File: src/rtl/core/lfws_pkg.sv
// ----------------------------------------------------------------------------
// lfws_pkg
// shared types, codes and constants of the wheel speed and line follow unit
// ----------------------------------------------------------------------------
package lfws_pkg;

  // sensor and arithmetic widths
  localparam int unsigned ADC_BITS   = 10;
  localparam int unsigned ERR_W      = ADC_BITS + 1;
  localparam int unsigned DERR_W     = ERR_W + 1;
  localparam int unsigned WERR_W     = 14;
  localparam int unsigned MUL_W      = 17;
  localparam int unsigned ACC_W      = 50;
  localparam int unsigned CFG_IDX_W  = 3;
  localparam int unsigned CFG_DATA_W = 16;

  // compare = floor(period * duty / 100) = floor(floor(x / 4) / 25)
  localparam int unsigned CMP_PROD_W  = 23;
  localparam int unsigned RECIP_W     = 22;
  localparam int unsigned RECIP_SHIFT = 26;
  localparam logic [RECIP_W-1:0] RECIP_25 = 22'd2684355;

  localparam logic signed [7:0] LINE_MIN = 8'sd5;
  localparam logic signed [7:0] LINE_MAX = 8'sd60;
  localparam logic [6:0]        DUTY_MAX = 7'd100;

  // configuration register indexes
  localparam logic [CFG_IDX_W-1:0] CFG_SPEED_P   = 3'd0;
  localparam logic [CFG_IDX_W-1:0] CFG_SPEED_I   = 3'd1;
  localparam logic [CFG_IDX_W-1:0] CFG_LINE_P    = 3'd2;
  localparam logic [CFG_IDX_W-1:0] CFG_LINE_D    = 3'd3;
  localparam logic [CFG_IDX_W-1:0] CFG_LINE_I    = 3'd4;
  localparam logic [CFG_IDX_W-1:0] CFG_BASE_RPM  = 3'd5;
  localparam logic [CFG_IDX_W-1:0] CFG_PWM_PER   = 3'd6;

  typedef enum logic [1:0] {
    FUNC_SET   = 2'd0,
    FUNC_LINE  = 2'd1,
    FUNC_SPEED = 2'd2
  } func_e;

  typedef enum logic [1:0] {
    DIR_STOP = 2'd0,
    DIR_FWD  = 2'd1,
    DIR_REV  = 2'd2
  } dir_e;

  typedef enum logic [4:0] {
    ST_IDLE,
    ST_SET,
    ST_L_PREP,
    ST_L_MUL_P,
    ST_L_MUL_D,
    ST_L_MUL_IL,
    ST_L_MUL_IH,
    ST_L_SCALE,
    ST_L_STEER,
    ST_L_BACK_L,
    ST_L_BACK_R,
    ST_W_PREP,
    ST_W_MUL_P,
    ST_W_MUL_I,
    ST_W_DUTY,
    ST_W_CMP1,
    ST_W_CMP2,
    ST_DONE
  } ctrl_state_e;

  typedef enum logic [4:0] {
    OP_NONE,
    OP_CAPTURE,
    OP_SET,
    OP_L_PREP,
    OP_L_MUL_P,
    OP_L_MUL_D,
    OP_L_MUL_IL,
    OP_L_MUL_IH,
    OP_L_SCALE,
    OP_L_STEER,
    OP_L_BACK_L,
    OP_L_BACK_R,
    OP_W_PREP,
    OP_W_MUL_P,
    OP_W_MUL_I,
    OP_W_DUTY,
    OP_W_CMP1,
    OP_W_CMP2,
    OP_LOAD_OUT
  } dp_op_e;

  typedef struct packed {
    dp_op_e op;
    logic   wheel;   // 0 left, 1 right
  } dp_cmd_t;

  typedef struct packed {
    logic follow;
  } dp_status_t;

  typedef struct packed {
    logic [1:0]              func;
    logic signed [7:0]       command_left;
    logic signed [7:0]       command_right;
    logic                    follow_enable;
    logic [ADC_BITS-1:0]     sensor_left;
    logic [ADC_BITS-1:0]     sensor_right;
    logic signed [11:0]      measured_left;
    logic signed [11:0]      measured_right;
  } item_t;

  typedef struct packed {
    logic signed [7:0] left_target;
    logic signed [7:0] right_target;
    logic [6:0]        left_duty;
    logic [6:0]        right_duty;
    dir_e              left_dir;
    dir_e              right_dir;
    logic [15:0]       left_fwd_compare;
    logic [15:0]       left_rev_compare;
    logic [15:0]       right_fwd_compare;
    logic [15:0]       right_rev_compare;
  } result_t;

endpackage

File: src/rtl/core/lfws_item_if.sv
// ----------------------------------------------------------------------------
// lfws_item_if
// request channel into the unit: valid, ready and the item fields
// ----------------------------------------------------------------------------
interface lfws_item_if;
  logic                          valid;
  logic                          ready;
  logic [1:0]                    func;
  logic signed [7:0]             command_left;
  logic signed [7:0]             command_right;
  logic                          follow_enable;
  logic [lfws_pkg::ADC_BITS-1:0] sensor_left;
  logic [lfws_pkg::ADC_BITS-1:0] sensor_right;
  logic signed [11:0]            measured_left;
  logic signed [11:0]            measured_right;

  modport source (
    output valid, func, command_left, command_right, follow_enable,
           sensor_left, sensor_right, measured_left, measured_right,
    input  ready
  );
  modport sink (
    input  valid, func, command_left, command_right, follow_enable,
           sensor_left, sensor_right, measured_left, measured_right,
    output ready
  );
endinterface

File: src/rtl/core/lfws_result_if.sv
// ----------------------------------------------------------------------------
// lfws_result_if
// result channel out of the unit: valid, ready and the result fields
// ----------------------------------------------------------------------------
interface lfws_result_if;
  logic              valid;
  logic              ready;
  logic signed [7:0] left_target;
  logic signed [7:0] right_target;
  logic [6:0]        left_duty;
  logic [6:0]        right_duty;
  logic [1:0]        left_dir;
  logic [1:0]        right_dir;
  logic [15:0]       left_fwd_compare;
  logic [15:0]       left_rev_compare;
  logic [15:0]       right_fwd_compare;
  logic [15:0]       right_rev_compare;

  modport source (
    output valid, left_target, right_target, left_duty, right_duty, left_dir,
           right_dir, left_fwd_compare, left_rev_compare, right_fwd_compare,
           right_rev_compare,
    input  ready
  );
  modport sink (
    input  valid, left_target, right_target, left_duty, right_duty, left_dir,
           right_dir, left_fwd_compare, left_rev_compare, right_fwd_compare,
           right_rev_compare,
    output ready
  );
endinterface

File: src/rtl/core/line_follow_wheel_speed_pid_unit.sv
// ----------------------------------------------------------------------------
// line_follow_wheel_speed_pid_unit
// two-wheel speed PI with anti-windup and a line-following PID steering stage
// ----------------------------------------------------------------------------
// One request in, one result out, one request at a time. A set-targets
// request runs the set step, a line sample the line PID steps (none with
// follow mode off), a speed sample the wheel steps of both wheels; unused
// function codes go straight to the result register. The single shared 17x17
// signed multiplier sets the sequence: the line PID needs four passes through
// it (proportional, derivative, and the 32-bit integral split into two 16-bit
// halves) and each wheel needs three (proportional, integral, period times
// duty), with the wheels handled one after the other. A request may be
// accepted while the previous result still waits in the result register; the
// sequencer then holds the new one at its end until the register frees.
// Configuration writes are taken at any edge but are meant for idle time.
module line_follow_wheel_speed_pid_unit #(
  parameter int unsigned GAIN_FRAC_BITS = 12
) (
  input  logic                                clk_i,
  input  logic                                rst_ni,
  lfws_item_if.sink                           item_i,
  lfws_result_if.source                       result_o,
  input  logic                                cfg_we_i,
  input  logic [lfws_pkg::CFG_IDX_W-1:0]      cfg_idx_i,
  input  logic [lfws_pkg::CFG_DATA_W-1:0]     cfg_data_i
);
  import lfws_pkg::*;

  dp_cmd_t    cmd;
  dp_status_t status;
  item_t      item;
  result_t    result;

  // pack the incoming request fields
  assign item.func           = item_i.func;
  assign item.command_left   = item_i.command_left;
  assign item.command_right  = item_i.command_right;
  assign item.follow_enable  = item_i.follow_enable;
  assign item.sensor_left    = item_i.sensor_left;
  assign item.sensor_right   = item_i.sensor_right;
  assign item.measured_left  = item_i.measured_left;
  assign item.measured_right = item_i.measured_right;

  // sequencer: decodes the function code at acceptance, walks the
  // multiply-accumulate steps, then loads the result register
  lfws_ctrl u_ctrl (
    .clk_i       (clk_i),
    .rst_ni      (rst_ni),
    .in_valid_i  (item_i.valid),
    .in_func_i   (item_i.func),
    .in_ready_o  (item_i.ready),
    .out_valid_o (result_o.valid),
    .out_ready_i (result_o.ready),
    .status_i    (status),
    .cmd_o       (cmd)
  );

  // datapath: gains, targets, integrators, held duty/compare registers
  lfws_dp #(
    .GAIN_FRAC_BITS (GAIN_FRAC_BITS)
  ) u_dp (
    .clk_i      (clk_i),
    .rst_ni     (rst_ni),
    .cmd_i      (cmd),
    .status_o   (status),
    .item_i     (item),
    .cfg_we_i   (cfg_we_i),
    .cfg_idx_i  (cfg_idx_i),
    .cfg_data_i (cfg_data_i),
    .result_o   (result)
  );

  // unpack the result register onto the channel
  assign result_o.left_target       = result.left_target;
  assign result_o.right_target      = result.right_target;
  assign result_o.left_duty         = result.left_duty;
  assign result_o.right_duty        = result.right_duty;
  assign result_o.left_dir          = result.left_dir;
  assign result_o.right_dir         = result.right_dir;
  assign result_o.left_fwd_compare  = result.left_fwd_compare;
  assign result_o.left_rev_compare  = result.left_rev_compare;
  assign result_o.right_fwd_compare = result.right_fwd_compare;
  assign result_o.right_rev_compare = result.right_rev_compare;

endmodule

File: src/rtl/core/lfws_ctrl.sv
// ----------------------------------------------------------------------------
// lfws_ctrl
// sequencer: steps the datapath through one request and owns the handshakes
// ----------------------------------------------------------------------------
module lfws_ctrl (
  input  logic                 clk_i,
  input  logic                 rst_ni,
  input  logic                 in_valid_i,
  input  logic [1:0]           in_func_i,
  output logic                 in_ready_o,
  output logic                 out_valid_o,
  input  logic                 out_ready_i,
  input  lfws_pkg::dp_status_t status_i,
  output lfws_pkg::dp_cmd_t    cmd_o
);
  import lfws_pkg::*;

  ctrl_state_e state_q, state_d;
  logic        wheel_q, wheel_d;
  logic        out_valid_q, out_valid_d;
  logic        out_free;

  assign out_free = !out_valid_q || out_ready_i;

  always_ff @(posedge clk_i or negedge rst_ni) begin
    if (!rst_ni) begin
      state_q     <= ST_IDLE;
      wheel_q     <= 1'b0;
      out_valid_q <= 1'b0;
    end else begin
      state_q     <= state_d;
      wheel_q     <= wheel_d;
      out_valid_q <= out_valid_d;
    end
  end

  // next state
  always_comb begin
    state_d = state_q;
    wheel_d = wheel_q;
    case (state_q)
      ST_IDLE: begin
        wheel_d = 1'b0;
        if (in_valid_i) begin
          case (func_e'(in_func_i))
            FUNC_SET:   state_d = ST_SET;
            FUNC_LINE:  state_d = status_i.follow ? ST_L_PREP : ST_DONE;
            FUNC_SPEED: state_d = ST_W_PREP;
            default:    state_d = ST_DONE;
          endcase
        end
      end
      ST_SET:      state_d = ST_DONE;
      ST_L_PREP:   state_d = ST_L_MUL_P;
      ST_L_MUL_P:  state_d = ST_L_MUL_D;
      ST_L_MUL_D:  state_d = ST_L_MUL_IL;
      ST_L_MUL_IL: state_d = ST_L_MUL_IH;
      ST_L_MUL_IH: state_d = ST_L_SCALE;
      ST_L_SCALE:  state_d = ST_L_STEER;
      ST_L_STEER:  state_d = ST_L_BACK_L;
      ST_L_BACK_L: state_d = ST_L_BACK_R;
      ST_L_BACK_R: state_d = ST_DONE;
      ST_W_PREP:   state_d = ST_W_MUL_P;
      ST_W_MUL_P:  state_d = ST_W_MUL_I;
      ST_W_MUL_I:  state_d = ST_W_DUTY;
      ST_W_DUTY:   state_d = ST_W_CMP1;
      ST_W_CMP1:   state_d = ST_W_CMP2;
      ST_W_CMP2: begin
        if (!wheel_q) begin
          wheel_d = 1'b1;
          state_d = ST_W_PREP;
        end else begin
          state_d = ST_DONE;
        end
      end
      ST_DONE: begin
        if (out_free) state_d = ST_IDLE;
      end
      default: state_d = ST_IDLE;
    endcase
  end

  // outputs
  always_comb begin
    cmd_o.wheel = wheel_q;
    cmd_o.op    = OP_NONE;
    in_ready_o  = 1'b0;
    case (state_q)
      ST_IDLE: begin
        in_ready_o = 1'b1;
        if (in_valid_i) cmd_o.op = OP_CAPTURE;
      end
      ST_SET:      cmd_o.op = OP_SET;
      ST_L_PREP:   cmd_o.op = OP_L_PREP;
      ST_L_MUL_P:  cmd_o.op = OP_L_MUL_P;
      ST_L_MUL_D:  cmd_o.op = OP_L_MUL_D;
      ST_L_MUL_IL: cmd_o.op = OP_L_MUL_IL;
      ST_L_MUL_IH: cmd_o.op = OP_L_MUL_IH;
      ST_L_SCALE:  cmd_o.op = OP_L_SCALE;
      ST_L_STEER:  cmd_o.op = OP_L_STEER;
      ST_L_BACK_L: cmd_o.op = OP_L_BACK_L;
      ST_L_BACK_R: cmd_o.op = OP_L_BACK_R;
      ST_W_PREP:   cmd_o.op = OP_W_PREP;
      ST_W_MUL_P:  cmd_o.op = OP_W_MUL_P;
      ST_W_MUL_I:  cmd_o.op = OP_W_MUL_I;
      ST_W_DUTY:   cmd_o.op = OP_W_DUTY;
      ST_W_CMP1:   cmd_o.op = OP_W_CMP1;
      ST_W_CMP2:   cmd_o.op = OP_W_CMP2;
      ST_DONE: begin
        if (out_free) cmd_o.op = OP_LOAD_OUT;
      end
      default: cmd_o.op = OP_NONE;
    endcase
  end

  // result register valid
  always_comb begin
    if (state_q == ST_DONE && out_free) begin
      out_valid_d = 1'b1;
    end else if (out_ready_i) begin
      out_valid_d = 1'b0;
    end else begin
      out_valid_d = out_valid_q;
    end
  end

  assign out_valid_o = out_valid_q;

endmodule

File: src/rtl/core/lfws_dp.sv
// ----------------------------------------------------------------------------
// lfws_dp
// datapath: configuration, controller state, shared multiply-accumulate,
// scaling, clamps and the result register
// ----------------------------------------------------------------------------
module lfws_dp #(
  parameter int unsigned GAIN_FRAC_BITS = 12
) (
  input  logic                                clk_i,
  input  logic                                rst_ni,
  input  lfws_pkg::dp_cmd_t                   cmd_i,
  output lfws_pkg::dp_status_t                status_o,
  input  lfws_pkg::item_t                     item_i,
  input  logic                                cfg_we_i,
  input  logic [lfws_pkg::CFG_IDX_W-1:0]      cfg_idx_i,
  input  logic [lfws_pkg::CFG_DATA_W-1:0]     cfg_data_i,
  output lfws_pkg::result_t                   result_o
);
  import lfws_pkg::*;

  localparam int unsigned STEER_W = ACC_W + 1;
  localparam logic signed [ACC_W-1:0] RoundBias =
    {{(ACC_W-GAIN_FRAC_BITS){1'b0}}, {GAIN_FRAC_BITS{1'b1}}};

  function automatic logic signed [31:0] sat32(input logic signed [32:0] v);
    logic signed [31:0] r;
    if (v[32] != v[31]) r = v[32] ? 32'sh8000_0000 : 32'sh7FFF_FFFF;
    else                r = $signed(v[31:0]);
    return r;
  endfunction

  function automatic logic signed [15:0] sat16(input logic signed [16:0] v);
    logic signed [15:0] r;
    if (v[16] != v[15]) r = v[16] ? 16'sh8000 : 16'sh7FFF;
    else                r = $signed(v[15:0]);
    return r;
  endfunction

  // configuration
  logic [15:0] speed_p_q, speed_i_q, line_p_q, line_d_q, line_i_q, period_q;
  logic [6:0]  base_q;

  // block state
  logic signed [7:0]        tgt_l_q, tgt_r_q;
  logic                     follow_q;
  logic signed [15:0]       integ_l_q, integ_r_q;
  logic signed [31:0]       line_int_q;
  logic signed [ERR_W-1:0]  prev_err_q;
  logic [6:0]               duty_l_q, duty_r_q;
  dir_e                     dir_l_q, dir_r_q;
  logic [15:0]              cmp_lf_q, cmp_lr_q, cmp_rf_q, cmp_rr_q;

  // working registers
  item_t                    item_q;
  logic signed [ERR_W-1:0]  err_q;
  logic signed [DERR_W-1:0] derr_q;
  logic signed [31:0]       total_q;
  logic signed [ACC_W-1:0]  acc_q;
  logic signed [ACC_W-1:0]  chg_q;
  logic                     clamp_l_q, clamp_r_q;
  logic signed [WERR_W-1:0] werr_q;
  logic signed [15:0]       newint_q;
  logic [6:0]               duty_q;
  logic [CMP_PROD_W-1:0]    prod_q;
  result_t                  res_q;

  // combinational
  logic signed [ERR_W-1:0]     err_c;
  logic signed [DERR_W-1:0]    derr_c;
  logic signed [31:0]          total_c, back_c;
  logic signed [MUL_W-1:0]     mul_a, mul_b;
  logic signed [2*MUL_W-1:0]   mul_p;
  logic signed [ACC_W-1:0]     mul_ext, acc_add;
  logic signed [ACC_W-1:0]     acc_rnd, scaled;
  logic signed [STEER_W-1:0]   base_x, nl, nr;
  logic signed [7:0]           nl_sat, nr_sat;
  logic                        nl_clamp, nr_clamp;
  logic signed [7:0]           tgt_sel;
  logic signed [8:0]           tgt_x, mag;
  logic signed [11:0]          meas_sel;
  logic signed [15:0]          integ_sel;
  logic signed [WERR_W-1:0]    werr_c;
  logic signed [15:0]          newint_c;
  logic signed [ACC_W-1:0]     duty_cap;
  logic [RECIP_W+CMP_PROD_W-3:0] recip_p;
  logic [15:0]                 cmp_c;

  assign status_o.follow = follow_q;

  // line error terms
  assign err_c   = $signed({1'b0, item_q.sensor_left}) - $signed({1'b0, item_q.sensor_right});
  assign derr_c  = DERR_W'(err_q) - DERR_W'(prev_err_q);
  assign total_c = sat32(33'(line_int_q) + 33'(err_c));
  assign back_c  = sat32(33'(total_q) - 33'(err_q));

  // shared multiplier, gains enter as positive 17-bit values
  always_comb begin
    mul_a = '0;
    mul_b = '0;
    case (cmd_i.op)
      OP_L_MUL_P: begin
        mul_a = $signed({1'b0, line_p_q});
        mul_b = MUL_W'(err_q);
      end
      OP_L_MUL_D: begin
        mul_a = $signed({1'b0, line_d_q});
        mul_b = MUL_W'(derr_q);
      end
      OP_L_MUL_IL: begin
        mul_a = $signed({1'b0, line_i_q});
        mul_b = $signed({1'b0, total_q[15:0]});
      end
      OP_L_MUL_IH: begin
        mul_a = $signed({1'b0, line_i_q});
        mul_b = MUL_W'($signed(total_q[31:16]));
      end
      OP_W_MUL_P: begin
        mul_a = $signed({1'b0, speed_p_q});
        mul_b = MUL_W'(werr_q);
      end
      OP_W_MUL_I: begin
        mul_a = $signed({1'b0, speed_i_q});
        mul_b = MUL_W'(newint_q);
      end
      OP_W_CMP1: begin
        mul_a = $signed({1'b0, period_q});
        mul_b = $signed({{(MUL_W-7){1'b0}}, duty_q});
      end
      default: begin
        mul_a = '0;
        mul_b = '0;
      end
    endcase
  end

  assign mul_p   = mul_a * mul_b;
  assign mul_ext = ACC_W'(mul_p);
  // upper half of the line integral weighs 2^16
  assign acc_add = (cmd_i.op == OP_L_MUL_IH) ? (mul_ext <<< 16) : mul_ext;

  // divide by 2^frac, truncating toward zero
  assign acc_rnd = acc_q + (acc_q[ACC_W-1] ? RoundBias : '0);
  assign scaled  = acc_rnd >>> GAIN_FRAC_BITS;

  // steering around the base speed
  assign base_x   = $signed({{(STEER_W-7){1'b0}}, base_q});
  assign nl       = base_x - STEER_W'(chg_q);
  assign nr       = base_x + STEER_W'(chg_q);
  assign nl_clamp = (nl > LINE_MAX) || (nl < LINE_MIN);
  assign nr_clamp = (nr > LINE_MAX) || (nr < LINE_MIN);
  assign nl_sat   = (nl > LINE_MAX) ? LINE_MAX : ((nl < LINE_MIN) ? LINE_MIN : $signed(nl[7:0]));
  assign nr_sat   = (nr > LINE_MAX) ? LINE_MAX : ((nr < LINE_MIN) ? LINE_MIN : $signed(nr[7:0]));

  // wheel selection
  assign tgt_sel   = cmd_i.wheel ? tgt_r_q : tgt_l_q;
  assign meas_sel  = cmd_i.wheel ? item_q.measured_right : item_q.measured_left;
  assign integ_sel = cmd_i.wheel ? integ_r_q : integ_l_q;
  assign tgt_x     = 9'(tgt_sel);
  assign mag       = tgt_x[8] ? -tgt_x : tgt_x;
  assign werr_c    = WERR_W'(mag) - WERR_W'(meas_sel);
  assign newint_c  = sat16(17'(integ_sel) + 17'(werr_c));
  assign duty_cap  = ACC_W'(DUTY_MAX);

  // floor(x / 100): drop two bits, then reciprocal multiply for 25
  assign recip_p = {{RECIP_W{1'b0}}, prod_q[CMP_PROD_W-1:2]}
                 * {{(CMP_PROD_W-2){1'b0}}, RECIP_25};
  assign cmp_c   = recip_p[RECIP_SHIFT +: 16];

  // configuration and controller state
  always_ff @(posedge clk_i or negedge rst_ni) begin
    if (!rst_ni) begin
      speed_p_q  <= 16'd410;
      speed_i_q  <= 16'd123;
      line_p_q   <= 16'd41;
      line_d_q   <= 16'd819;
      line_i_q   <= 16'd0;
      base_q     <= 7'd35;
      period_q   <= 16'd249;
      tgt_l_q    <= '0;
      tgt_r_q    <= '0;
      follow_q   <= 1'b0;
      integ_l_q  <= '0;
      integ_r_q  <= '0;
      line_int_q <= '0;
      prev_err_q <= '0;
      duty_l_q   <= '0;
      duty_r_q   <= '0;
      dir_l_q    <= DIR_STOP;
      dir_r_q    <= DIR_STOP;
      cmp_lf_q   <= '0;
      cmp_lr_q   <= '0;
      cmp_rf_q   <= '0;
      cmp_rr_q   <= '0;
    end else begin
      if (cfg_we_i) begin
        case (cfg_idx_i)
          CFG_SPEED_P:  speed_p_q <= cfg_data_i;
          CFG_SPEED_I:  speed_i_q <= cfg_data_i;
          CFG_LINE_P:   line_p_q  <= cfg_data_i;
          CFG_LINE_D:   line_d_q  <= cfg_data_i;
          CFG_LINE_I:   line_i_q  <= cfg_data_i;
          CFG_BASE_RPM: base_q    <= cfg_data_i[6:0];
          CFG_PWM_PER:  period_q  <= cfg_data_i;
          default: ;
        endcase
      end
      case (cmd_i.op)
        OP_SET: begin
          tgt_l_q  <= item_q.command_left;
          tgt_r_q  <= item_q.command_right;
          follow_q <= item_q.follow_enable;
        end
        OP_L_STEER: begin
          tgt_l_q    <= nl_sat;
          tgt_r_q    <= nr_sat;
          prev_err_q <= err_q;
        end
        OP_L_BACK_R: begin
          line_int_q <= clamp_r_q ? back_c : total_q;
        end
        OP_W_DUTY: begin
          if (scaled > duty_cap) begin
            if (cmd_i.wheel) duty_r_q <= DUTY_MAX;
            else             duty_l_q <= DUTY_MAX;
          end else if (scaled[ACC_W-1]) begin
            if (cmd_i.wheel) duty_r_q <= '0;
            else             duty_l_q <= '0;
          end else begin
            if (cmd_i.wheel) begin
              duty_r_q  <= scaled[6:0];
              integ_r_q <= newint_q;
            end else begin
              duty_l_q  <= scaled[6:0];
              integ_l_q <= newint_q;
            end
          end
          if (cmd_i.wheel) dir_r_q <= tgt_sel[7] ? DIR_REV : ((tgt_sel == 0) ? DIR_STOP : DIR_FWD);
          else             dir_l_q <= tgt_sel[7] ? DIR_REV : ((tgt_sel == 0) ? DIR_STOP : DIR_FWD);
        end
        OP_W_CMP2: begin
          if (cmd_i.wheel) begin
            cmp_rf_q <= (!tgt_sel[7] && tgt_sel != 0) ? cmp_c : '0;
            cmp_rr_q <= tgt_sel[7] ? cmp_c : '0;
          end else begin
            cmp_lf_q <= (!tgt_sel[7] && tgt_sel != 0) ? cmp_c : '0;
            cmp_lr_q <= tgt_sel[7] ? cmp_c : '0;
          end
        end
        default: ;
      endcase
    end
  end

  // working registers
  always_ff @(posedge clk_i) begin
    case (cmd_i.op)
      OP_CAPTURE: item_q <= item_i;
      OP_L_PREP: begin
        err_q   <= err_c;
        total_q <= total_c;
        acc_q   <= '0;
      end
      OP_L_MUL_P: begin
        derr_q <= derr_c;
        acc_q  <= acc_q + acc_add;
      end
      OP_L_MUL_D, OP_L_MUL_IL, OP_L_MUL_IH, OP_W_MUL_P, OP_W_MUL_I: begin
        acc_q <= acc_q + acc_add;
      end
      OP_L_SCALE: chg_q <= scaled;
      OP_L_STEER: begin
        clamp_l_q <= nl_clamp;
        clamp_r_q <= nr_clamp;
      end
      OP_L_BACK_L: begin
        if (clamp_l_q) total_q <= back_c;
      end
      OP_W_PREP: begin
        werr_q   <= werr_c;
        newint_q <= newint_c;
        acc_q    <= '0;
      end
      OP_W_DUTY: begin
        if (scaled > duty_cap)      duty_q <= DUTY_MAX;
        else if (scaled[ACC_W-1])   duty_q <= '0;
        else                        duty_q <= scaled[6:0];
      end
      OP_W_CMP1: prod_q <= mul_p[CMP_PROD_W-1:0];
      OP_LOAD_OUT: begin
        res_q.left_target       <= tgt_l_q;
        res_q.right_target      <= tgt_r_q;
        res_q.left_duty         <= duty_l_q;
        res_q.right_duty        <= duty_r_q;
        res_q.left_dir          <= dir_l_q;
        res_q.right_dir         <= dir_r_q;
        res_q.left_fwd_compare  <= cmp_lf_q;
        res_q.left_rev_compare  <= cmp_lr_q;
        res_q.right_fwd_compare <= cmp_rf_q;
        res_q.right_rev_compare <= cmp_rr_q;
      end
      default: ;
    endcase
  end

  assign result_o = res_q;

endmodule

File: src/flat_wrapper.sv
// flat-port wrapper written by rule: the top's interface ports become plain ports
module line_follow_wheel_speed_pid_unit_flat import lfws_pkg::*;
#(
  parameter int unsigned GAIN_FRAC_BITS = 12
)
  (clk_i, rst_ni, cfg_we_i, cfg_idx_i, cfg_data_i, item_i_valid, item_i_func, item_i_command_left, item_i_command_right, item_i_follow_enable, item_i_sensor_left, item_i_sensor_right, item_i_measured_left, item_i_measured_right, item_i_ready, result_o_valid, result_o_left_target, result_o_right_target, result_o_left_duty, result_o_right_duty, result_o_left_dir, result_o_right_dir, result_o_left_fwd_compare, result_o_left_rev_compare, result_o_right_fwd_compare, result_o_right_rev_compare, result_o_ready);
  lfws_item_if item_i_i ();
  lfws_result_if result_o_i ();
  input  logic clk_i;
  input  logic rst_ni;
  input  logic cfg_we_i;
  input  logic [lfws_pkg::CFG_IDX_W-1:0] cfg_idx_i;
  input  logic [lfws_pkg::CFG_DATA_W-1:0] cfg_data_i;
  input wire logic [$bits(item_i_i.valid)-1:0] item_i_valid;
  input wire logic [$bits(item_i_i.func)-1:0] item_i_func;
  input wire logic [$bits(item_i_i.command_left)-1:0] item_i_command_left;
  input wire logic [$bits(item_i_i.command_right)-1:0] item_i_command_right;
  input wire logic [$bits(item_i_i.follow_enable)-1:0] item_i_follow_enable;
  input wire logic [$bits(item_i_i.sensor_left)-1:0] item_i_sensor_left;
  input wire logic [$bits(item_i_i.sensor_right)-1:0] item_i_sensor_right;
  input wire logic [$bits(item_i_i.measured_left)-1:0] item_i_measured_left;
  input wire logic [$bits(item_i_i.measured_right)-1:0] item_i_measured_right;
  output wire logic [$bits(item_i_i.ready)-1:0] item_i_ready;
  output wire logic [$bits(result_o_i.valid)-1:0] result_o_valid;
  output wire logic [$bits(result_o_i.left_target)-1:0] result_o_left_target;
  output wire logic [$bits(result_o_i.right_target)-1:0] result_o_right_target;
  output wire logic [$bits(result_o_i.left_duty)-1:0] result_o_left_duty;
  output wire logic [$bits(result_o_i.right_duty)-1:0] result_o_right_duty;
  output wire logic [$bits(result_o_i.left_dir)-1:0] result_o_left_dir;
  output wire logic [$bits(result_o_i.right_dir)-1:0] result_o_right_dir;
  output wire logic [$bits(result_o_i.left_fwd_compare)-1:0] result_o_left_fwd_compare;
  output wire logic [$bits(result_o_i.left_rev_compare)-1:0] result_o_left_rev_compare;
  output wire logic [$bits(result_o_i.right_fwd_compare)-1:0] result_o_right_fwd_compare;
  output wire logic [$bits(result_o_i.right_rev_compare)-1:0] result_o_right_rev_compare;
  input wire logic [$bits(result_o_i.ready)-1:0] result_o_ready;
  assign item_i_i.valid = item_i_valid;
  assign item_i_i.func = item_i_func;
  assign item_i_i.command_left = item_i_command_left;
  assign item_i_i.command_right = item_i_command_right;
  assign item_i_i.follow_enable = item_i_follow_enable;
  assign item_i_i.sensor_left = item_i_sensor_left;
  assign item_i_i.sensor_right = item_i_sensor_right;
  assign item_i_i.measured_left = item_i_measured_left;
  assign item_i_i.measured_right = item_i_measured_right;
  assign item_i_ready = item_i_i.ready;
  assign result_o_valid = result_o_i.valid;
  assign result_o_left_target = result_o_i.left_target;
  assign result_o_right_target = result_o_i.right_target;
  assign result_o_left_duty = result_o_i.left_duty;
  assign result_o_right_duty = result_o_i.right_duty;
  assign result_o_left_dir = result_o_i.left_dir;
  assign result_o_right_dir = result_o_i.right_dir;
  assign result_o_left_fwd_compare = result_o_i.left_fwd_compare;
  assign result_o_left_rev_compare = result_o_i.left_rev_compare;
  assign result_o_right_fwd_compare = result_o_i.right_fwd_compare;
  assign result_o_right_rev_compare = result_o_i.right_rev_compare;
  assign result_o_i.ready = result_o_ready;
  line_follow_wheel_speed_pid_unit #(.GAIN_FRAC_BITS(GAIN_FRAC_BITS)) u_core (.clk_i(clk_i), .rst_ni(rst_ni), .item_i(item_i_i), .result_o(result_o_i), .cfg_we_i(cfg_we_i), .cfg_idx_i(cfg_idx_i), .cfg_data_i(cfg_data_i));
endmodule
File: config.mk
export PLATFORM = sky130hd
export DESIGN_NAME = line_follow_wheel_speed_pid_unit_flat
export DESIGN_NICKNAME = d
export VERILOG_FILES = /design/src/rtl/core/lfws_pkg.sv /design/src/rtl/core/lfws_item_if.sv /design/src/rtl/core/lfws_result_if.sv /design/src/rtl/core/line_follow_wheel_speed_pid_unit.sv /design/src/rtl/core/lfws_ctrl.sv /design/src/rtl/core/lfws_dp.sv /design/src/flat_wrapper.sv
export SDC_FILE = /design/constraint.sdc
export NUM_CORES = 2
export LEC_CHECK = 0
export BUFFER_PORTS_ARGS = -buffer_cell sky130_fd_sc_hd__buf_2
export CAP_MARGIN = 0
export CORE_MARGIN = 2
export CORE_UTILIZATION = 45
export CTS_CLUSTER_SIZE = 8
export DETAILED_ROUTE_END_ITERATION = 12
export PLACE_DENSITY = 0.62
export REMOVE_ABC_BUFFERS = 1
export SKIP_LAST_GASP = 1
export SYNTH_ARGS = -nofsm -noshare
export SYNTH_HDL_FRONTEND = slang
export SYNTH_SLANG_ARGS = --single-unit
export TNS_END_PERCENT = 30
File: constraint.sdc
create_clock -name clk_i -period 24.4 [get_ports clk_i]
set_input_delay 1.22 -clock clk_i [delete_from_list [all_inputs] [get_ports clk_i]]
set_output_delay 1.22 -clock clk_i [all_outputs]
set_load 0.1 [all_outputs]
Yosys cells after proc, flatten, opt, wreduce, memory -nomap -nowiden
Cells that the tools add are included.
{ "word_totals": {"output_inout_bits": 100, "reg_bits": 647, "elab_cells": 213} }
{ "classes": {"reduce_logical": 37, "eq_ne": 49, "muxes": 52, "order_cmp": 5, "n_bitwise": 3, "n_addsub": 11, "multipliers": 2} }
{ "op_table": {"columns": ["cell", "n"], "rows": [
  ["32-bit 2-to-1 mux", 6],
  ["17-bit case mux with 7 select lines", 1],
  ["50-bit case mux with 2 select lines", 1],
  ["16-bit case mux with 6 select lines", 1],
  ["5-bit case mux with 18 select lines", 1],
  ["5-bit case mux with 17 select lines", 1],
  ["5-bit by 4-bit == test with 1-bit output, second input constant", 16],
  ["16-bit 2-to-1 mux", 5],
  ["39-bit by 7-bit > comparator with 1-bit output, second input constant", 2],
  ["39-bit by 4-bit < comparator with 1-bit output, second input constant", 2],
  ["7-bit 2-to-1 mux", 11],
  ["32-bit case mux with 2 select lines", 1],
  ["50-bit by 12-bit adder with 50-bit output", 1],
  ["50-bit adder", 1],
  ["49-bit 2-to-1 mux", 1],
  ["21-bit by 22-bit multiplier with 42-bit output, second input constant", 1],
  ["5-bit by 3-bit == test with 1-bit output, second input constant", 8],
  ["8-bit 2-to-1 mux", 5],
  ["8-bit by 38-bit adder with 39-bit output", 1],
  ["8-bit by 38-bit subtractor with 39-bit output", 1],
  ["38-bit by 8-bit > comparator with 1-bit output, second input constant", 1],
  ["17-bit by 17-bit multiplier with 34-bit output", 1],
  ["32-bit by 11-bit adder with 33-bit output", 1],
  ["32-bit by 11-bit subtractor with 33-bit output", 1],
  ["other kinds (37)", 88]
]} }

Logic depth before layout (Yosys ltp)
{ "logic_depth": {"ltp_word": 11, "mapped_depth": 47} }

By module
A second synthesis with hierarchy kept.
{ "hier_totals": {"hier_cells": 5279, "hier_area_um2": 53211.0} }
{ "modules_own_cells": {"columns": ["mod", "cells_each", "seq_area_each_um2", "area_each_um2", "instances"], "rows": [
  ["lfws_dp", 5204, 17808.3, 52604.2, 1],
  ["lfws_ctrl", 75, 175.2, 606.8, 1]
]} }

Worst setup path after synthesis
Ideal clock, no wire load.
{ "synth_timing": {"kind": "in2reg", "startpoint": "input port result_o_ready", "endpoint": "register u_core.u_dp.acc_q[45] (data pin)", "arrival_time_ps": 11169, "path_stages": 41, "path_slack_ps": 12977, "required_ps": 24145, "cell_sequence": "nor2b_1 > nor2_1 > nand2_1 > o21ai_1 > nor2_1 > clkbuf_1 > buf_1 > a2111oi_1 > nor2_1 > fa_1 > inv_1 > fa_1 > fa_1 > fa_1 > inv_1 > fa_1 > inv_1 > fa_1 > [5 not listed] > o21a_1 > a211o_1 > a31oi_1 > o21bai_1 > a221oi_1 > xor2_1 > o21ai_0 > ha_1 > nand3_1 > nor4_1 > o211ai_1 > a31oi_1 > o21ai_0 > o41ai_1 > a211oi_1 > o21ai_0 > xor2_1 > and2_1"} }
{ "synth_between": {"elab_chain_cells": 10, "word_cells_on_any_way": 21, "cone_classes": "1 x add/sub; 1 x mul; 9 x eq/ne; 6 x mux; 4 x reduce/logical"} }
{ "synth_rtl": {"columns": ["element", "line", "rtl"], "rows": [
  ["from (decl)", "flat_wrapper.sv:35", "input wire logic [$bits(result_o_i.ready)-1:0] result_o_ready;"],
  ["1-bit logical OR *", "lfws_ctrl.sv:23", "assign out_free = !out_valid_q || out_ready_i;"],
  ["5-bit 2-to-1 mux *", "lfws_ctrl.sv:110", "if (out_free) cmd_o.op = OP_LOAD_OUT;"],
  ["5-bit case mux with 18 select lines *", "lfws_ctrl.sv:88", "case (state_q)"],
  ["5-bit by 3-bit == test with 1-bit output, on equally long branches", "lfws_dp.sv:100, lfws_dp.sv:139, lfws_dp.sv:256", null],
  ["2-bit OR reduction (no line)", null, null],
  ["16-bit case mux with 6 select lines", "lfws_dp.sv:100", "case (cmd_i.op)"],
  ["17-bit by 17-bit multiplier with 34-bit output", "lfws_dp.sv:136", "assign mul_p = mul_a * mul_b;"],
  ["49-bit 2-to-1 mux", "lfws_dp.sv:139", "assign acc_add = (cmd_i.op == OP_L_MUL_IH) ? (mul_ext <<< 16) : mul_ext;"],
  ["50-bit adder", "lfws_dp.sv:265, lfws_dp.sv:268", null],
  ["50-bit case mux with 2 select lines *", "lfws_dp.sv:256", "case (cmd_i.op)"],
  ["to (signal assigned)", "lfws_dp.sv:265", "acc_q <= acc_q + acc_add;"],
  ["to (signal assigned)", "lfws_dp.sv:268", "acc_q <= acc_q + acc_add;"],
  ["to (decl)", "lfws_dp.sv:58", "logic signed [ACC_W-1:0] acc_q;"]
]} }
Every way passes the cells marked *; elsewhere a longest branch is shown, timed or not.
A chain may end at the register's enable or synchronous reset.

Worst setup path after layout
{ "layout_timing": {"startpoint": "register u_core.u_ctrl.state_q[0]", "endpoint": "register u_core.u_dp.acc_q[45] (data pin)"} }
{ "layout_between": {"elab_chain_cells": 9, "word_cells_on_any_way": 37, "cone_classes": "1 x add/sub; 1 x mul; 26 x eq/ne; 5 x mux; 4 x reduce/logical"} }
{ "layout_rtl": {"columns": ["element", "line", "rtl"], "rows": [
  ["from (decl)", "lfws_ctrl.sv:18", "ctrl_state_e state_q, state_d;"],
  ["from (signal assigned)", "lfws_ctrl.sv:31", "state_q <= state_d;"],
  ["5-bit == test (tied with other cells)", "lfws_ctrl.sv:88", null],
  ["5-bit case mux with 18 select lines *", "lfws_ctrl.sv:88", null],
  ["5-bit by 3-bit == test with 1-bit output, on equally long branches", "lfws_dp.sv:100, lfws_dp.sv:139, lfws_dp.sv:256", null],
  ["2-bit OR reduction (no line)", null, null],
  ["16-bit case mux with 6 select lines", "lfws_dp.sv:100", null],
  ["17-bit by 17-bit multiplier with 34-bit output", "lfws_dp.sv:136", null],
  ["49-bit 2-to-1 mux", "lfws_dp.sv:139", null],
  ["50-bit adder", "lfws_dp.sv:265, lfws_dp.sv:268", null],
  ["50-bit case mux with 2 select lines *", "lfws_dp.sv:256", null]
]} }
Marks and branches as above.

==> metrics.txt <==
run status=completed; Final Power=0.00738 W; Post-DP HPWL=~110,000 um; Final Cycle Share=between 50 and 60%; Layout Cells excl Fill=between 7,000 and 8,000; chip height=348 um; PD cells=between 100 and 150 nW/um^2; Slew Limit Headroom=between 15 and 20%; P_int=0.00392 W; fin area=roughly 60,000 sq um; Worst Setup SP=u_core.u_ctrl.state_q[0]; Area Growth Syn to Fin=10.6%; post-synth top area share=around a fifth; grt total ovfl=0; CP max stage cell=o41ai_1; clock network power share=~17%; multi-input logic area=about 32,000 sq um; NetSw=0.00347 W; global-route wire length before repair=between 200,000 and 250,000 um; CP arrival=about 14 ns; Final Critical Period=around 13 ns; Max clock buf depth=3; clk sinks=between 600 and 700; post-synthesis async set-or-reset flop share=44.0%; Fill cells=10,800; setup total negative slack=0 ns; met2 global-route usage=between 40% and 50%; Yosys warnings=0; Yosys top cell by area=edfxtp_1; layout cells sized above 1=between 10 and 15%; crit-path max cell delay=0.95 ns; Cell variety after synth=96; Max Slew Vio Count=0; initial antenna violation count=4; Die Wd=348 um; global route hottest layer=met2; crit path launch type=flip-flop; Flop pwr share=25.2%; Least-Margin Pin Slew=1.24 ns; number of synthesized flops with an enable pin=approximately 360; vias in the first global route=slightly above 40,000; core area=about 120,000 sq um; drt pass-1 iters=8; NumNets Final=roughly 6,400; Hold Startpoint=u_core.u_dp.cmp_lf_q[0]; via/cell ratio=between 5 and 6; Fin Hold WS=around 0.43 ns; CP required=24.84 ns; Cells after Synth=~5,300; post-synthesis register bit count=around 650; CP Capture Type=flip-flop; # setup viols final=0; number of core rows=approximately 130; sw frac=a little under half; Root Buffer=clkbuf_16; Inst Count DP=around 6,900; Pleak=between 20 and 30 nW; HP Class=flip-flop to flip-flop; kind of critical path=flip-flop to flip-flop; # DRC=0; RSZ-0062 raised after global routing=no; clk_lat worst skew=about 0.7 ns; crit path max fanout=30; Setup Buffers After CTS=0; Post-Syn Area=between 50,000 and 60,000 sq um; GRT met3 Usage=under 10%; Most used DFF post-synth=edfxtp_1; register area share after synthesis=between 30% and 40%; Starting Density=between 40% and 50%; Max Clk Rate=0.0757 GHz; Routed wire per std cell=20.7 um; DR iter-0 viols=2,681; hold buffer count at cts=0; Worst R2R Start=u_core.u_ctrl.state_q[0]; Reg clk slew, reported paths=0.06 ns; Die ar.=121,000 sq um; pin count of the biggest net entering global routing=between 150 and 200; GR Util met1=about a third; cell repeated most along the worst path=fa_1; Fin. Hold Viols=0; Comb power frac=a little under 60%; number of port buffers=~190; Worst VDD drop=between 90 and 100 uV; max_cap viols=0; CTS resizes=0; CTS tree=done; Avg Cell Area, Syn=10.1 sq um; via count=slightly below 40,000; ranking of synthesized cells by area=edfxtp_1, fa_1, ha_1, dfrtp_1, inv_1; Tot GR Track Use=approximately a quarter; Reg area=around 18,000 sq um; Post-Route WL=146,000 um; gp weighted congestion=between 0.9 and 1; Worst Skew=0.0608 ns; Post-DP Area=around 56,000 sq um; Final ANT Viol Nets=0; H-Tree Depth=3; number of buffers created by CTS=93; I/O pin cnt=approximately 190
==> kinds of logic (layout without fill, tap and decap cells) <==
logic type / after synthesis / count (layout) / synth area share [%]
AO/OA/AOI/OAI: 1086 / 1086 / 13.8
other: 1 / 5 / 0.00704
adder cells (fa/ha/maj): 893 / 893 / 26.2
AND/OR/NAND/NOR: 1377 / 1377 / 12.1
buffers and inverters: 841 / 1079 / 5.98
flip-flops: 645 / 645 / 33.8
multiplexers: 206 / 206 / 4.38
XOR/XNOR: 228 / 228 / 3.78
==> layout make-up <==
cell class | instances | area share [%]
Multi-Input combinational cell | 3794 | 54.8
Sequential cell | 645 | 30.5
Clock buffer | 162 | 4.46
Inverter | 657 | 4.19
Tap cell | 1536 | 3.26
Timing Repair Buffer | 250 | 2.43
Clock inverter | 10 | 0.297
Antenna cell | 1 | 0.00425
==> path summary, 6_finish.rpt <==
| kind | endpoint | slack [ns] | depth (start not counted) |
|---|---|---|---|
| worst max-delay path | u_core.u_dp.acc_q[45] | 11.20 | 42 |
| worst min-delay path | u_core.u_dp.result_o[48] | 0.43 | 0 |
| worst max register to register | u_core.u_dp.acc_q[45] | 11.20 | 42 |
| worst min register to register | u_core.u_dp.result_o[48] | 0.43 | 0 |
| max in group asynchronous | u_core.u_dp.cmp_lf_q[0] | 22.49 | 2 |
| min in group asynchronous | u_core.u_dp.line_int_q[7] | 0.45 | 1 |
==> critical path, delay by kind of cell, from the launching register on <==
kind / cells / cell delay [ns]
flip-flops: 1 / 0.64
buffers and inverters: 5 / 0.80
adder cells (fa/ha/maj): 8 / 3.88
XOR/XNOR: 2 / 0.32
AND/OR/NAND/NOR: 9 / 1.98
AO/OA/AOI/OAI: 18 / 5.27
==> per-stage QoR <==
stage	util [%]	setup slack, ns
CTS	50.0	11.33
global placement	47.6	11.28
finish	50.0	11.20
floorplan	-	12.06
detailed placement	47.6	10.99
global route	50.0	10.11
==> power by group through the flow <==
| stage | logic, W | clock network, W | registers, W |
|---|---|---|---|
| finish | 0.00427 | 0.00125 | 0.00186 |
| global route | 0.00474 | 0.00132 | 0.00189 |
| CTS | 0.00427 | 0.00128 | 0.00186 |
| detailed placement | 0.00423 | 0 | 0.00187 |
| global placement | 0.00419 | 0 | 0.00187 |
| floorplan | 0.00293 | 0 | 0.00194 |
==> flip-flops by register name (all words and copies together), names as in the netlist, 21 cells and up <==
register / cells
u_core.u_dp.line_int_q: 32
u_core.u_dp.result_o: 98
u_core.u_dp.total_q: 32
u_core.u_dp.chg_q: 38
u_core.u_dp.prod_q: 21
u_core.u_dp.item_q: 61
u_core.u_dp.acc_q: 50
==> cells in the final DEF, fill, tap and decap left out, drive strengths merged, types with 69 or more instances in the layout <==
| master | instances |
|---|---|
| a21o | 100 |
| a21oi | 234 |
| buf | 250 |
| clkbuf | 162 |
| dfrtp | 255 |
| edfxtp | 361 |
| fa | 372 |
| ha | 518 |
| inv | 660 |
| mux2 | 155 |
| nand2 | 473 |
| nand3 | 90 |
| nor2 | 395 |
| nor3 | 69 |
| o21ai | 236 |
| xnor2 | 142 |
| xor2 | 85 |
==> routing by layer <==
layer / part of all wire [%] / vias to the layer above / wire, um
met1: 44 / 19600 / 63900
met3: 5.2 / 211 / 7560
met2: 48 / 1119 / 70900
met5: 0.018 / - / 26
li1: - / 18800 / -
met4: 2.6 / 4 / 3780
==> cell usage after synthesis (68+ instances only) <==
cell / n
a21oi_1: 234
inv_1: 655
nand2_1: 473
mux2_2: 135
edfxtp_1: 361
o21ai_0: 229
dfrtp_1: 255
xor2_1: 85
nor3_1: 68
xnor2_1: 142
fa_1: 372
a21o_1: 100
ha_1: 518
nand3_1: 88
clkbuf_1: 163
nor2_1: 395
No activity file was read; power rests on OpenSTA's default activity.
